<file path="config.mk">
export PLATFORM = sky130hd
export DESIGN_NAME = button_debounce_auto_repeat_unit_flat
export DESIGN_NICKNAME = d
export VERILOG_FILES = /design/src/sv/bdar_pkg.sv /design/src/sv/bdar_ifs.sv /design/src/sv/bdar_button.sv /design/src/sv/button_debounce_auto_repeat_unit.sv /design/src/flat_wrapper.sv
export SDC_FILE = /design/constraint.sdc
export NUM_CORES = 1
export LEC_CHECK = 0
export BUFFER_PORTS_ARGS = -buffer_cell sky130_fd_sc_hd__buf_2
export CORE_ASPECT_RATIO = 1.75
export CORE_MARGIN = 4
export CORE_UTILIZATION = 58
export DETAILED_ROUTE_END_ITERATION = 8
export PLACE_DENSITY = 0.78
export SLEW_MARGIN = 5
export SYNTH_ARGS = -nofsm -noshare
export SYNTH_HDL_FRONTEND = slang
export SYNTH_SLANG_ARGS = --single-unit
</file>
<file path="constraint.sdc">
create_clock -name clk -period 5.47 [get_ports clk]
set_input_delay 0 -clock clk [delete_from_list [all_inputs] [get_ports clk]]
set_output_delay 0 -clock clk [all_outputs]
set_load 0.1 [all_outputs]
</file>
<file path="src/sv/bdar_pkg.sv">
`default_nettype none

package bdar_pkg;

  localparam int FIELD_W          = 3;
  localparam int NUM_BUTTONS_DEF  = 3;
  localparam int TIME_W           = 32;
  localparam int CFG_W            = 16;
  localparam int ADDR_W           = 4;
  localparam int DATA_W           = 32;

  localparam logic [CFG_W-1:0]   DEBOUNCE_RST = 16'd30;
  localparam logic [CFG_W-1:0]   DELAY_RST    = 16'd500;
  localparam logic [CFG_W-1:0]   INTERVAL_RST = 16'd150;
  localparam logic [FIELD_W-1:0] ENABLE_RST   = 3'd5;

  typedef enum logic [1:0] {
    REG_DEBOUNCE = 2'd0,
    REG_DELAY    = 2'd1,
    REG_INTERVAL = 2'd2,
    REG_ENABLE   = 2'd3
  } reg_idx_t;

  typedef enum logic {
    OP_POLL = 1'b0,
    OP_SEED = 1'b1
  } opcode_t;

  typedef struct packed {
    logic [CFG_W-1:0] debounce_time;
    logic [CFG_W-1:0] repeat_delay;
    logic [CFG_W-1:0] repeat_interval;
  } timing_t;

endpackage

`default_nettype wire

</file>
<file path="src/sv/bdar_ifs.sv">
`default_nettype none

interface bdar_item_if;
  logic                         valid;
  logic                         ready;
  logic                         opcode;
  logic [bdar_pkg::TIME_W-1:0]  now_ms;
  logic [bdar_pkg::FIELD_W-1:0] pressed_levels;

  modport source (output valid, opcode, now_ms, pressed_levels, input ready);
  modport sink   (input valid, opcode, now_ms, pressed_levels, output ready);
endinterface

interface bdar_result_if;
  logic                         valid;
  logic                         ready;
  logic [bdar_pkg::FIELD_W-1:0] fire_mask;
  logic [bdar_pkg::FIELD_W-1:0] stable_levels;

  modport source (output valid, fire_mask, stable_levels, input ready);
  modport sink   (input valid, fire_mask, stable_levels, output ready);
endinterface

`default_nettype wire

</file>
<file path="src/sv/bdar_button.sv">
`default_nettype none

module bdar_button (
  input  wire logic                        clk,
  input  wire logic                        rst,
  input  wire logic                        en,
  input  wire logic                        seed,
  input  wire logic [bdar_pkg::TIME_W-1:0] now_ms,
  input  wire logic                        lvl,
  input  wire logic                        rep_en,
  input  wire bdar_pkg::timing_t           timing,
  output logic                             fire,
  output logic                             stable_next
);
  import bdar_pkg::*;

  logic              raw, raw_next;
  logic              stable;
  logic              armed, armed_next;
  logic              repeating, repeating_next;
  logic [TIME_W-1:0] edge_time, edge_time_next;
  logic [TIME_W-1:0] press_time, press_time_next;
  logic [TIME_W-1:0] rep_time, rep_time_next;

  logic [TIME_W-1:0] since_edge, since_press, since_rep;

  assign since_edge  = now_ms - edge_time;
  assign since_press = now_ms - press_time;
  assign since_rep   = now_ms - rep_time;

  always_comb begin
    raw_next        = raw;
    stable_next     = stable;
    armed_next      = armed;
    repeating_next  = repeating;
    edge_time_next  = edge_time;
    press_time_next = press_time;
    rep_time_next   = rep_time;
    fire            = 1'b0;
    if (seed) begin
      raw_next       = lvl;
      stable_next    = lvl;
      armed_next     = 1'b0;
      edge_time_next = now_ms;
    end else if (lvl != raw) begin
      raw_next       = lvl;
      edge_time_next = now_ms;
    end else if (since_edge < {{(TIME_W-CFG_W){1'b0}}, timing.debounce_time}) begin
      // still settling
    end else if (lvl != stable) begin
      stable_next = lvl;
      if (lvl) begin
        armed_next      = 1'b1;
        press_time_next = now_ms;
        repeating_next  = 1'b0;
        fire            = 1'b1;
      end else begin
        armed_next = 1'b0;
      end
    end else if (stable && rep_en && armed) begin
      if (!repeating) begin
        if (since_press >= {{(TIME_W-CFG_W){1'b0}}, timing.repeat_delay}) begin
          repeating_next = 1'b1;
          rep_time_next  = now_ms;
          fire           = 1'b1;
        end
      end else if (since_rep >= {{(TIME_W-CFG_W){1'b0}}, timing.repeat_interval}) begin
        rep_time_next = now_ms;
        fire          = 1'b1;
      end
    end
  end

  always_ff @(posedge clk) begin
    if (rst) begin
      raw        <= 1'b0;
      stable     <= 1'b0;
      armed      <= 1'b0;
      repeating  <= 1'b0;
      edge_time  <= '0;
      press_time <= '0;
      rep_time   <= '0;
    end else if (en) begin
      raw        <= raw_next;
      stable     <= stable_next;
      armed      <= armed_next;
      repeating  <= repeating_next;
      edge_time  <= edge_time_next;
      press_time <= press_time_next;
      rep_time   <= rep_time_next;
    end
  end

endmodule

`default_nettype wire

</file>
<file path="src/sv/button_debounce_auto_repeat_unit.sv">
// Button debounce with auto-repeat.
// items (sink): one transaction per poll tick or seed; opcode selects seed,
//   now_ms is the millisecond timestamp (wraps), pressed_levels one bit per
//   button, 1 meaning pressed.
// results (source): exactly one transaction per item, with fire_mask (buttons
//   that fired on this item) and stable_levels (debounced state after it).
// APB port: four 16/3-bit registers at byte offsets 0, 4, 8, 12: debounce
//   time, repeat delay, repeat interval, repeat enable mask. pready is always
//   high; write only while the block is idle.
// Timing: an item is captured in an input register, then the per-button
//   compare logic updates the button state and loads the result register
//   when the item advances out of the input register, raising results.valid.
//   One item per cycle is sustained while results.ready is high; each
//   button's update is three 32-bit subtracts and compares, combinational.
// Stall: a waiting result does not block the input register, which holds a
//   second item; items.ready drops only with both full and results.ready low.
// Reset: all button state, timestamps and pipeline valids clear and the
//   registers return to 30, 500, 150 and mask 5.
`default_nettype none

module button_debounce_auto_repeat_unit #(
  parameter int unsigned NUM_BUTTONS = bdar_pkg::NUM_BUTTONS_DEF
) (
  input  wire logic                        clk,
  input  wire logic                        rst,
  bdar_item_if.sink                        items,
  bdar_result_if.source                    results,
  input  wire logic                        psel,
  input  wire logic                        penable,
  input  wire logic                        pwrite,
  input  wire logic [bdar_pkg::ADDR_W-1:0] paddr,
  input  wire logic [bdar_pkg::DATA_W-1:0] pwdata,
  output logic      [bdar_pkg::DATA_W-1:0] prdata,
  output logic                             pready
);
  import bdar_pkg::*;

  timing_t            timing;
  logic [FIELD_W-1:0] enable_mask;
  reg_idx_t           reg_idx;

  assign pready  = 1'b1;
  assign reg_idx = reg_idx_t'(paddr[3:2]);

  always_ff @(posedge clk) begin
    if (rst) begin
      timing.debounce_time   <= DEBOUNCE_RST;
      timing.repeat_delay    <= DELAY_RST;
      timing.repeat_interval <= INTERVAL_RST;
      enable_mask            <= ENABLE_RST;
    end else if (psel && penable && pwrite && pready) begin
      case (reg_idx)
        REG_DEBOUNCE: timing.debounce_time   <= pwdata[CFG_W-1:0];
        REG_DELAY:    timing.repeat_delay    <= pwdata[CFG_W-1:0];
        REG_INTERVAL: timing.repeat_interval <= pwdata[CFG_W-1:0];
        REG_ENABLE:   enable_mask            <= pwdata[FIELD_W-1:0];
        default: ;
      endcase
    end
  end

  always_comb begin
    case (reg_idx)
      REG_DEBOUNCE: prdata = {{(DATA_W-CFG_W){1'b0}}, timing.debounce_time};
      REG_DELAY:    prdata = {{(DATA_W-CFG_W){1'b0}}, timing.repeat_delay};
      REG_INTERVAL: prdata = {{(DATA_W-CFG_W){1'b0}}, timing.repeat_interval};
      REG_ENABLE:   prdata = {{(DATA_W-FIELD_W){1'b0}}, enable_mask};
      default:      prdata = '0;
    endcase
  end

  // input stage
  logic               s1_valid;
  logic               s1_seed;
  logic [TIME_W-1:0]  s1_now;
  logic [FIELD_W-1:0] s1_levels;
  logic               advance;

  // result stage
  logic               out_valid;
  logic [FIELD_W-1:0] fire_q;
  logic [FIELD_W-1:0] stable_q;

  assign advance     = s1_valid && (!out_valid || results.ready);
  assign items.ready = !s1_valid || advance;

  always_ff @(posedge clk) begin
    if (rst) begin
      s1_valid <= 1'b0;
    end else if (items.ready) begin
      s1_valid <= items.valid;
    end
  end

  always_ff @(posedge clk) begin
    if (items.valid && items.ready) begin
      s1_seed   <= (items.opcode == OP_SEED);
      s1_now    <= items.now_ms;
      s1_levels <= items.pressed_levels;
    end
  end

  logic [NUM_BUTTONS-1:0] fire;
  logic [NUM_BUTTONS-1:0] stable_next;
  logic [FIELD_W-1:0]     fire_field;
  logic [FIELD_W-1:0]     stable_field;

  for (genvar i = 0; i < NUM_BUTTONS; i++) begin : g_btn
    logic lvl;
    logic rep_en;
    if (i < FIELD_W) begin : g_in
      assign lvl    = s1_levels[i];
      assign rep_en = enable_mask[i];
    end else begin : g_extra
      assign lvl    = 1'b0;
      assign rep_en = 1'b0;
    end
    bdar_button u_btn (
      .clk         (clk),
      .rst         (rst),
      .en          (advance),
      .seed        (s1_seed),
      .now_ms      (s1_now),
      .lvl         (lvl),
      .rep_en      (rep_en),
      .timing      (timing),
      .fire        (fire[i]),
      .stable_next (stable_next[i])
    );
  end

  for (genvar b = 0; b < FIELD_W; b++) begin : g_field
    if (b < NUM_BUTTONS) begin : g_on
      assign fire_field[b]   = fire[b];
      assign stable_field[b] = stable_next[b];
    end else begin : g_off
      assign fire_field[b]   = 1'b0;
      assign stable_field[b] = 1'b0;
    end
  end

  always_ff @(posedge clk) begin
    if (rst) begin
      out_valid <= 1'b0;
    end else if (advance) begin
      out_valid <= 1'b1;
    end else if (results.ready) begin
      out_valid <= 1'b0;
    end
  end

  always_ff @(posedge clk) begin
    if (advance) begin
      fire_q   <= fire_field;
      stable_q <= stable_field;
    end
  end

  assign results.valid         = out_valid;
  assign results.fire_mask     = fire_q;
  assign results.stable_levels = stable_q;

endmodule

`default_nettype wire
</file>
<file path="src/flat_wrapper.sv">
// flat-port wrapper written by rule: the top's interface ports become plain ports
module button_debounce_auto_repeat_unit_flat import bdar_pkg::*;
#(
  parameter int unsigned NUM_BUTTONS = bdar_pkg::NUM_BUTTONS_DEF
)
  (clk, rst, psel, penable, pwrite, paddr, pwdata, prdata, pready, items_valid, items_opcode, items_now_ms, items_pressed_levels, items_ready, results_valid, results_fire_mask, results_stable_levels, results_ready);
  bdar_item_if items_i ();
  bdar_result_if results_i ();
  input  wire logic clk;
  input  wire logic rst;
  input  wire logic psel;
  input  wire logic penable;
  input  wire logic pwrite;
  input  wire logic [bdar_pkg::ADDR_W-1:0] paddr;
  input  wire logic [bdar_pkg::DATA_W-1:0] pwdata;
  output logic      [bdar_pkg::DATA_W-1:0] prdata;
  output logic pready;
  input wire logic [$bits(items_i.valid)-1:0] items_valid;
  input wire logic [$bits(items_i.opcode)-1:0] items_opcode;
  input wire logic [$bits(items_i.now_ms)-1:0] items_now_ms;
  input wire logic [$bits(items_i.pressed_levels)-1:0] items_pressed_levels;
  output wire logic [$bits(items_i.ready)-1:0] items_ready;
  output wire logic [$bits(results_i.valid)-1:0] results_valid;
  output wire logic [$bits(results_i.fire_mask)-1:0] results_fire_mask;
  output wire logic [$bits(results_i.stable_levels)-1:0] results_stable_levels;
  input wire logic [$bits(results_i.ready)-1:0] results_ready;
  assign items_i.valid = items_valid;
  assign items_i.opcode = items_opcode;
  assign items_i.now_ms = items_now_ms;
  assign items_i.pressed_levels = items_pressed_levels;
  assign items_ready = items_i.ready;
  assign results_valid = results_i.valid;
  assign results_fire_mask = results_i.fire_mask;
  assign results_stable_levels = results_i.stable_levels;
  assign results_i.ready = results_ready;
  button_debounce_auto_repeat_unit #(.NUM_BUTTONS(NUM_BUTTONS)) u_core (.clk(clk), .rst(rst), .items(items_i), .results(results_i), .psel(psel), .penable(penable), .pwrite(pwrite), .paddr(paddr), .pwdata(pwdata), .prdata(prdata), .pready(pready));
endmodule
</file>
==> summary.md <==
| Metric | Value |
|---|---|
| Outcome | finished with violations |
| Failing checks | negative setup slack |
| Initial drt markers | 2700 |
| Crit path max-delay family | simple AND/OR/NAND/NOR gates |
| Pin count of the biggest net entering global routing | 92 |
| Fin. Hold Viols | 0 |
| Commonest cells post-synth | 647 x nand2_1, 494 x a21oi_1, 421 x ha_1 |
| DRC Markers | 0 |
| Layout area overhead | 15.2% |
| WP data arrival | 6.24 ns |
| Die H | about 330 um |
| Layout cells sized above 1 | 0.109 |
| Port Buf Inserts | 84 |
| Ports | 120 |
| Final Net Count | around 5300 |
| Hold WC Path Type | primary input to register |
| Worst vdd ir | roughly 0.27 mV |
| Slowest stage delay, CP | roughly 0.62 ns |
| Post-synth EDFFs | between 40 and 50 |
| Syn avg cell area | about 7.6 um2 |
| CTS Buf Count | 40 |
| GRT Util Overall | 0.387 |
| CP Buf/Inv Count | 5 |
| RSZ-0062 raised after global routing | yes |
| ANT nets after route | 0 |
| Yosys reg bits | around 400 |
| DIE AREA | between 0.06 and 0.07 mm2 |
| P_leak | around 0.016 uW |
| Tmin final | between 5 and 6 ns |
| Slowest stage cell, crit path | or4_4 |
| Global route overflow | 0 |
| Critical path peak fanout | 8 |
| Async set-or-reset flop fraction in the synthesized netlist | 0 |
| CTS sink count | 395 |
| Initial antenna violation count | 3 |
| Top-count cell post-synth | nand2_1 |
| DRT Wirelength | around 140000 um |
| Sequential share of the synthesized area | 0.239 |
| Synth cell types | 106 |
| Final Max Tran Viols | 0 |
| First-pass GRT wire length | 197000 um |
| Startpoint class of the critical path | register |
| Final Skew | roughly 0.032 ns |
| Synth top area share | 0.202 |
| Starting density of the core | 0.588 |
| Max cap viols | 0 |
| Fmax | between 150 and 200 MHz |
| Power Dens Cells | roughly 220 mW/mm2 |
| Synth Cell Area | between 0.03 and 0.04 mm2 |
| CTS tree | yes |
| Slew Limit Headroom | 0.239 |
| Slew @ Worst Pin | around 1.1 ns |
| Top FF cell, synth | dfxtp_1 |
| WL/cell | roughly 24 um |
| Std cell rows | about 120 |
| Crit path kind | register to register |
| H-Tree Depth | 2 |
| Vias/cell | between 6 and 7 |
| Final period util | 1.05 |
| Post-DP HPWL | 102000 um |
| CORE AREA | roughly 0.059 mm2 |
| Number of global-route vias before repair | about 35000 |
| Final RePlAce weighted congestion | 1.03 |
| Latest clock arrival within the worst-skew pair | 0.59 ns |
| Drt first pass iters | 8 |
| Root Buffer | clkbuf_16 |
| Warning count from the yosys run | 0 |
| Synth top area cells | dfxtp_1 20%, ha_1 15%, a21oi_1 7.1%, nand2_1 7.0%, mux2i_1 5.5% |
| Die width | about 190 um |
| Via count | ~36000 |
| Final TNS setup | -9.32 ns |
| Final Util | 0.677 |
| CP Cell Sequence | buf_6 -> inv_1 -> buf_4 -> fa_1 -> nand2b_1 -> a211o_1 -> nand3b_1 -> buf_4 -> xor2_1 -> ha_1 -> a21o_1 -> a21oi_1 -> o22ai_1 -> nor4_2 -> nand3_1 -> nor4_2 -> nand4_1 -> or4_4 -> nand3_4 -> clkbuf_16 -> mux2i_1 |
| Clock transition at path regs | 0.07 ns |
| Clock Tree Buf Depth | 3 |
| Syn Inst Count | 4603 |
| Worst EP required | between 5 and 6 ns |
| Endpoint type of the worst setup path | register |
| Yosys top cell by area | dfxtp_1 |
| Final-report setup violation count | 87 |
| Final setup margin | -0.282 ns |
timing repair:
action                                  in CTS  in global routing
setup buffers                                0                 28
pin swaps                                    7                 77
hold buffers                                58                  0
gates cloned                                 0                 16
endpoints found under the setup margin     129                205
resized for setup                           12                108
endpoints found under the hold margin      129                  0
layout by cell type, fill, tap and decap left out, types with 62 or more instances in the layout:
| master | synthesis | layout |
|---|---|---|
| a21oi_1 | 494 | 478 |
| a21o_1 | 125 | 125 |
| o21ai_0 | 240 | 229 |
| dfxtp_1 | 353 | 353 |
| nand4_1 | 95 | 95 |
| buf_4 | 20 | 181 |
| xnor2_1 | 121 | 120 |
| nand3_1 | 97 | 96 |
| ha_1 | 421 | 404 |
| xor2_1 | 71 | 69 |
| nor3_1 | 64 | 62 |
| buf_2 | 23 | 84 |
| inv_1 | 392 | 390 |
| nand2_1 | 647 | 647 |
| mux2i_1 | 193 | 189 |
| nor2_1 | 338 | 334 |
cell families after synthesis:
group / after synthesis / synth area share
AND/OR/NAND/NOR: 1453 / 0.188
AO/OA/AOI/OAI: 1317 / 0.238
buffers and inverters: 610 / 0.0709
adder cells (fa/ha/maj): 430 / 0.156
flip-flops: 395 / 0.239
multiplexers: 204 / 0.0599
XOR/XNOR: 192 / 0.0482
other: 2 / 0.000215
flip-flops by register name (all words and copies together), names as in the netlist, 3 cells and up:
| signal | flops |
|---|---|
| u_core.g_btn.u_btn.edge_time | 96 |
| u_core.g_btn.u_btn.press_time | 96 |
| u_core.g_btn.u_btn.rep_time | 96 |
| u_core.timing | 48 |
| u_core.s1_now | 32 |
| u_core.enable_mask | 3 |
| u_core.g_btn.u_btn.armed | 3 |
| u_core.g_btn.u_btn.raw | 3 |
| u_core.g_btn.u_btn.repeating | 3 |
| u_core.g_btn.u_btn.stable | 3 |
| u_core.results.fire_mask | 3 |
| u_core.results.stable_levels | 3 |
| u_core.s1_levels | 3 |
area by class of cell:
type,instances,area (um2)
clock buffers,59,1220
well taps,780,976
multi-input cells,3613,24700
inverters,393,1480
flip-flops and latches,395,8330
fillers,5126,19100
diodes,2,5.00
repair buffers,373,3330
clock inverters,10,154
path summary, 6_finish.rpt:
path	start	end	slack, ns	depth (start not counted)
setup / recovery	u_core.s1_now[1]	u_core.g_btn[0].u_btn.rep_time[0]	-0.28	21
hold / removal	items_now_ms[11]	u_core.s1_now[11]	0.12	2
setup reg to reg	u_core.s1_now[1]	u_core.g_btn[0].u_btn.rep_time[0]	-0.28	21
hold reg to reg	u_core.g_btn[2].u_btn.edge_time[25]	u_core.g_btn[2].u_btn.edge_time[25]	0.45	2
power breakdown:
group | internal, uW | total (uW) | switching (uW)
Combinational | 1070 | 2820 | 1750
Clock | 1730 | 2980 | 1250
Sequential | 3000 | 3060 | 69.3
metal layers:
| layer | share of wire | global-route usage | wire length, um | vias to the layer above |
|---|---|---|---|---|
| li1 | - | - | - | 16800 |
| met1 | 0.32 | 0.371 | 43800 | 16800 |
| met2 | 0.47 | 0.671 | 63100 | 1675 |
| met3 | 0.070 | 0.0658 | 9530 | 786 |
| met4 | 0.14 | 0.412 | 19100 | 2 |
| met5 | 0.00011 | 0 | 15 | - |
stage by stage:
step | setup WS, ns | instances | instance area [um2] | total power, uW | hold slack [ns]
6_report | -0.282 | 5625 | 40200 | 8870 | 0.120
3_5_place_dp | -0.103 | 5452 | 37200 | 5720 | 0.178
3_3_place_gp | 0.0377 | 5452 | 37200 | 5690 | 0.177
5_1_grt | -0.395 | 5623 | 40200 | 9200 | 0.123
4_1_cts | 0.00107 | 5579 | 39200 | 8700 | 0.108
2_1_floorplan | 0.243 | 4618 | 35000 | 4910 | 0.0989
worst register-to-register path: cells and delay by family (launching register included):
family | cells | cell delay (ns)
AO/OA/AOI/OAI | 4 | 1.01
XOR/XNOR | 1 | 0.46
adder cells (fa/ha/maj) | 2 | 0.81
buffers and inverters | 5 | 0.77
flip-flops | 1 | 0.45
multiplexers | 1 | 0.20
AND/OR/NAND/NOR | 8 | 1.98
(Power assumes the default switching activity.)
